$ cat src/sv/led_span_role_index_mapper_top_assert.svh
// Assertion macros for the LED span role index mapper.
// Used by led_span_role_index_mapper_top; needs clk and arst_n in scope.
`ifndef LED_SPAN_ROLE_INDEX_MAPPER_TOP_ASSERT_SVH
`define LED_SPAN_ROLE_INDEX_MAPPER_TOP_ASSERT_SVH

// Same-cycle implication, checked out of reset.
`define LSRIM_ASSERT_IMPLY(label, cond, expr) \
	label: assert property (@(posedge clk) disable iff (!arst_n) (cond) |-> (expr)) \
		else $error("lsrim assertion failed");

// Next-cycle implication, checked out of reset.
`define LSRIM_ASSERT_NEXT(label, cond, expr) \
	label: assert property (@(posedge clk) disable iff (!arst_n) (cond) |=> (expr)) \
		else $error("lsrim assertion failed");

`endif

$ cat src/sv/lsrim_pkg.sv
// Shared types and constants for the LED span role index mapper.
// No dependencies.
package lsrim_pkg;

	localparam int REG_COUNT      = 8;
	localparam int SPAN_COUNT_DEF = 8;
	localparam int CFG_IDX_W      = 3;
	localparam int DESC_W         = 13;
	localparam int CNT_W          = 10;
	localparam int REV_BIT        = 10;
	localparam int ROLE_LSB       = 11;
	localparam int ROLE_W         = 2;
	localparam int IDX_W          = 16;
	localparam int PIX_W          = 13;

	// Per-span lookup data, derived from the descriptors.
	typedef struct packed {
		logic              rev;
		logic [ROLE_W-1:0] role;
		logic [PIX_W-1:0]  limit;     // role prefix including this span
		logic [IDX_W-1:0]  bias;      // start minus role prefix
		logic [IDX_W-1:0]  rev_base;  // start + count - 1 + role prefix
	} span_map_t;

endpackage

$ cat src/sv/lsrim_lookup.sv
// Finds the first span of the requested role that holds the index and maps it.
// Depends on lsrim_pkg.
module lsrim_lookup #(
	parameter int SPAN_COUNT = lsrim_pkg::SPAN_COUNT_DEF
) (
	input  lsrim_pkg::span_map_t [SPAN_COUNT-1:0] span_map,
	input  logic [lsrim_pkg::ROLE_W-1:0]          strip_role,
	input  logic [lsrim_pkg::IDX_W-1:0]           logical_index,
	output logic [lsrim_pkg::PIX_W-1:0]           physical_index,
	output logic                                  found
);

	logic [SPAN_COUNT-1:0]                          hit;
	logic [SPAN_COUNT-1:0][lsrim_pkg::IDX_W-1:0]    cand;

	always_comb begin
		for (int i = 0; i < SPAN_COUNT; i++) begin
			hit[i] = (span_map[i].role == strip_role)
				&& (logical_index < lsrim_pkg::IDX_W'(span_map[i].limit));
			cand[i] = span_map[i].rev ? (span_map[i].rev_base - logical_index)
				: (logical_index + span_map[i].bias);
		end
	end

	// lowest span wins
	always_comb begin
		found          = 1'b0;
		physical_index = '0;
		for (int i = SPAN_COUNT - 1; i >= 0; i--) begin
			if (hit[i]) begin
				found          = 1'b1;
				physical_index = cand[i][lsrim_pkg::PIX_W-1:0];
			end
		end
	end

endmodule

$ cat config.mk
export PLATFORM = sky130hd
export DESIGN_NAME = lsrim_lookup
export DESIGN_NICKNAME = d
export VERILOG_FILES = /design/src/sv/led_span_role_index_mapper_top_assert.svh /design/src/sv/lsrim_pkg.sv /design/src/sv/lsrim_lookup.sv
export SDC_FILE = /design/constraint.sdc
export NUM_CORES = 1
export LEC_CHECK = 0
export BUFFER_PORTS_ARGS = -buffer_cell sky130_fd_sc_hd__buf_4
export CAP_MARGIN = 10
export CORE_ASPECT_RATIO = 1.2
export CORE_MARGIN = 4
export CORE_UTILIZATION = 45
export DETAILED_ROUTE_END_ITERATION = 7
export PLACE_DENSITY = 0.75
export SYNTH_ARGS = -nofsm -noshare
export SYNTH_HDL_FRONTEND = slang
export SYNTH_SLANG_ARGS = --single-unit
$ cat constraint.sdc
create_clock -name vclk -period 3.7
set_input_delay 0.555 -clock vclk [all_inputs]
set_output_delay 0.555 -clock vclk [all_outputs]
set_load 0.03 [all_outputs]
==> run metrics, run 1 <==
total routed wirelength 63400 um; fin nets 3328; Total Power 3440 uW; hold_buf cts 0; Lkg Pwr 0.0107 uW; HP Class primary input to primary output; status finished, violations left; CP arrival 3.70 ns; Std-Cell Rows 67; Core ar. 0.0278 sq mm; DIE AREA 0.0309 sq mm; Total GRT Usage 0.378; largest net degree at the start of global routing 35; Pins Over Slew Limit 0; distinct cell type count after synthesis 78; Inserted Diodes 0; Max-Cap Viols 0; Max Clk Rate 0.235 GHz; routability cong. 1.04; initial antenna violation count 0; utilization after layout 0.757; vias per std cell 5.91; fillers 2141; Crit Path Class primary input to primary output; routed via count 17738; syn_nets 2498; Yosys warnings 0; fin cells 2999; Boundary Pins 416; initial core utilization 0.455; synthesized area per cell 7.07 sq um; DRC 0; placed cells 2945; Slew headroom 0.653; origin of the worst setup path logical_index[2]; Cell Area, Synth 0.0127 sq mm; Die X 161 um; Synth area leader ha_1; setup TNS -4.00 ns; dominant cells by area after synthesis ha_1 28%, xnor2_1 5.9%, a21oi_1 5.8%; startpoint types primary input; sequential fraction of the synthesis area 0; Detailed Routing Iterations Pass 1 6; Post-Syn Instances 1792; layout cells sized above 1 0.404; clock buffer count 0; P&R area growth vs syn 66.2%; CP Capture Type primary output; routed len/inst 21.1 um; Final ANT Viol Nets 0; worst-path maximum fanout 5; # port buffers 368; placement-stage cell area 0.0193 sq mm; Die H 192 um; most frequent cells in the layout 802 x buf_4, 263 x ha_1, 166 x inv_1; Post-DP HPWL 52000 um; Final Cell Area 0.0211 sq mm; Worst Path Required 3.14 ns; min Tclk post-route 4.25 ns; failing checks negative setup slack; Final setup viols 13; maximum VDD drop 0.104 mV; seq_cells 0; first-pass GRT wire length 92700 um; vias in the first global route 17883; top cell type's share of synthesized area 0.284; Final WS setup -0.551 ns; total congestion overflow 0; footprint of the multi-input gates 0.0131 sq mm; power per cell area 163 mW/mm^2; Sequential Area 0 sq um; commonest non-fill, non-tap cell in the layout buf_4; worst slew pin tran 0.513 ns; unrepaired setup endpoints after global routing true; period utilisation layout 1.15; detailed router's first-iteration violation count 1435; crit path to physical_index[12]; final hold vios 0
==> metrics by stage <==
stage	setup WS (ns)	hold slack (ns)
final	-0.551	1.73
after global routing	-0.656	1.77
after CTS	-0.495	1.73
after detailed placement	-0.662	1.76
after global placement	-0.620	1.78
after floorplan	-0.117	1.53
==> worst min-delay path by stage <==
stage | startpoint | end | slack (ns) | depth (start not counted)
floorplan | span_map[47] | physical_index[11] | 1.53 | 4
global route | span_map[16] | physical_index[0] | 1.77 | 5
detailed placement | span_map[16] | physical_index[0] | 1.76 | 5
global placement | span_map[16] | physical_index[0] | 1.78 | 5
finish | span_map[47] | physical_index[2] | 1.73 | 5
CTS | span_map[47] | physical_index[2] | 1.73 | 5
==> layer usage <==
metal  global-route usage  part of all wire  wire (um)  vias to the layer above
met4                0.260             0.090       5700                        0
met1                0.411              0.36      22600                     8188
met2                0.684              0.48      30100                      952
li1                     -                 -          -                     8289
met3               0.0472             0.078       4940                      309
met5                    0                 0          0                        -
==> cells by family after synthesis <==
family                     after synthesis  share of synthesized area
AOI/OAI and AO/OA                      585                      0.306
xor gates and xnor gates               151                      0.104
adders and majority gates              304                      0.310
buffers and inverters                  205                     0.0611
muxes                                   26                     0.0212
and+or+nand+nor                        521                      0.197
==> timing repair <==
action	in CTS	in global routing
setup endpoints to repair	14	14
gates resized for setup	238	52
setup buffers	41	18
pin swaps	106	56
hold endpoints to repair	0	0
==> final cells by class <==
type                       instances  area share
inverter                         170      0.0308
timing repair buffer             863       0.327
tap                              379      0.0225
multi-input combinational       1587       0.620
==> where the power goes <==
| group | total, uW | switching [uW] | leakage [uW] | internal, uW |
|---|---|---|---|---|
| clock network | 0 | 0 | 0 | 0 |
| logic | 3440 | 1700 | 0.0107 | 1740 |
| registers | 0 | 0 | 0 | 0 |
==> worst max-delay path, cell delays in order <==
cell and delay, ns:
buf_6 0.09, clkinvlp_4 0.18, buf_4 0.21, ha_4 0.23
nor2b_1 0.14, o31ai_1 0.24, a21oi_1 0.14, a41o_1 0.28
o41ai_1 0.30, xor2_1 0.11, mux2i_1 0.22, buf_4 0.16
mux2i_1 0.19, a21oi_1 0.13, a311o_2 0.36, buf_6 0.15
==> cells in the mapped netlist (all sizes together) (17+ instances only) <==
cell	count
xnor2	86
inv	170
o31ai	17
a21o	44
nor3	59
xor2	65
ha	288
nor2b	30
or3	21
a21oi	146
nor2	148
o21a	49
o211ai	31
a31oi	18
o21ai	117
clkbuf	30
mux2i	22
a211oi	45
nand2b	37
nand2	118
nand3	43
Power figures use the tool's default switching activity.
==> inputs of run 2 (changes only) <==
--- a/config.mk
+++ b/config.mk
@@ -8,10 +8,11 @@
 export BUFFER_PORTS_ARGS = -buffer_cell sky130_fd_sc_hd__buf_4
 export CAP_MARGIN = 10
 export CORE_ASPECT_RATIO = 1.2
-export CORE_MARGIN = 4
+export CORE_MARGIN = 2
 export CORE_UTILIZATION = 45
 export DETAILED_ROUTE_END_ITERATION = 7
 export PLACE_DENSITY = 0.75
+export SKIP_LAST_GASP = 1
 export SYNTH_ARGS = -nofsm -noshare
 export SYNTH_HDL_FRONTEND = slang
 export SYNTH_SLANG_ARGS = --single-unit
==> run 2 against run 1 <==
Compared with the run above:
- the flow still finishes with violations (negative setup slack)
- cell count is 0.60% higher
- combinational power hardly changed
- sequential share of layout area unchanged
- hold slack gained 0.022 ns
- critical endpoint unchanged
- largest cell class unchanged
==> run metrics, run 2 (synthesized netlist as in run 1, its figures left out) <==
status finished, violations left; failing checks negative setup slack; setup TNS -4.72 ns; HP Class primary input to primary output; Lkg Pwr 0.0109 uW; Total GRT Usage 0.410; Post-DP HPWL 52800 um; Max-Cap Viols 0; Detailed Routing Iterations Pass 1 6; clock power share 0; startpoint types primary input; min Tclk post-route 4.29 ns; initial core utilization 0.455; routed len/inst 21.3 um; Post-Place Worst Slack -0.715 ns; largest net degree at the start of global routing 35; DRC 0; Pins Over Slew Limit 0; worst slew pin tran 0.535 ns; Sequential Area 0 sq um; P&R area growth vs syn 67.8%; commonest non-fill, non-tap cell in the layout buf_4; unrepaired setup endpoints after global routing true; first-pass GRT wire length 93400 um; Final Cell Area 0.0213 sq mm; placement-stage cell area 0.0196 sq mm; detailed router's first-iteration violation count 1138; CP Capture Type primary output; crit path to physical_index[12]; Crit Path Class primary input to primary output; seq_cells 0; Die X 157 um; Max Clk Rate 0.233 GHz; Slowest-stage cell, CP a2111oi_4; layout cells sized above 1 0.401; utilization after layout 0.764; period utilisation layout 1.16; Die H 188 um; CP top delay family compound AO/OA/AOI/OAI gates; CP peak stage delay 0.36 ns; Seq pwr share 0; total routed wirelength 64200 um; worst-path maximum fanout 3; Final WS setup -0.594 ns; Final ANT Viol Nets 0; Std-Cell Rows 67; clock buffer count 0; Critical path buffers and inverters 4; Inserted Diodes 0; vias in the first global route 17879; fillers 2155; routed via count 17671; power per cell area 163 mW/mm^2; routability cong. 1.00; Int Power 1750 uW; hold slack 1.75 ns; origin of the worst setup path span_map[336]; initial antenna violation count 1; most frequent cells in the layout 818 x buf_4, 273 x ha_1, 168 x inv_1; Core ar. 0.0278 sq mm; Worst Path Required 3.14 ns; vias per std cell 5.86; # port buffers 368; Slew headroom 0.638; maximum VDD drop 0.106 mV; CP arrival 3.74 ns; DIE AREA 0.0295 sq mm; Crit path depth 16; switching share of power 0.495; final hold vios 0; Final setup viols 14; fin nets 3346; total congestion overflow 0; net load switching power 1720 uW; Boundary Pins 416; crit-path cells buf_4 -> inv_1 -> ha_1 -> inv_1 -> fa_2 -> a211oi_2 -> o21ai_1 -> a41o_1 -> a2111oi_2 -> a41o_2 -> a211oi_4 -> xnor2_2 -> a2111oi_4 -> a21oi_2 -> a311o_2 -> buf_4; hold_buf cts 0; Logic pwr share 1.000
run 2: cell count changes in the layout (fill, tap and decap cells not counted), sizes merged:
| cell | delta |
|---|---|
| clkbuf | +2 |
| buf | +16 |
| inv | +1 |
| clkinvlp | -1 |
run 2: final cells by class:
| cell class | instances | area (sq um) | share of cell area |
|---|---|---|---|
| Inverter | 170 | 646 | 0.0304 |
| Multi-Input combinational cell | 1587 | 13000 | 0.611 |
| Tap cell | 379 | 474 | 0.0223 |
| Timing Repair Buffer | 881 | 7160 | 0.337 |
run 2: worst min-delay path by stage:
stage / startpoint / endpoint / slack (ns) / cells past startpoint
6_report: span_map[47] / physical_index[2] / 1.75 / 5
5_1_grt: span_map[47] / physical_index[2] / 1.78 / 5
4_1_cts: span_map[47] / physical_index[2] / 1.74 / 5
3_5_place_dp: span_map[16] / physical_index[0] / 1.80 / 6
3_3_place_gp: span_map[16] / physical_index[0] / 1.79 / 6
2_1_floorplan: span_map[47] / physical_index[11] / 1.53 / 4
run 2: repair_timing:
item,4_1_cts,5_1_grt
setup endpoints to repair,14,14
setup buffers,23,21
resized for setup,177,93
gates cloned,1,2
pin swaps,72,66
run 2: layer usage:
| layer | track usage | vias to the layer above | share of wire |
|---|---|---|---|
| met3 | 0.0492 | 296 | 0.070 |
| met2 | 0.734 | 855 | 0.47 |
| met1 | 0.444 | 8206 | 0.36 |
| met5 | 0 | - | 0.00020 |
| met4 | 0.278 | 2 | 0.093 |
| li1 | - | 8312 | - |
run 2: metrics by stage:
step,power (uW),std cells
6_report,3470,3017
5_1_grt,3730,3017
4_1_cts,3280,2998
3_5_place_dp,3090,2976
3_3_place_gp,3030,2976
2_1_floorplan,1600,1792
run 2: power groups by stage:
stage | clock network (uW) | registers (uW) | logic, uW
6_report | 0 | 0 | 3470
5_1_grt | 0 | 0 | 3730
4_1_cts | 0 | 0 | 3280
3_5_place_dp | 0 | 0 | 3090
3_3_place_gp | 0 | 0 | 3030
2_1_floorplan | 0 | 0 | 1600
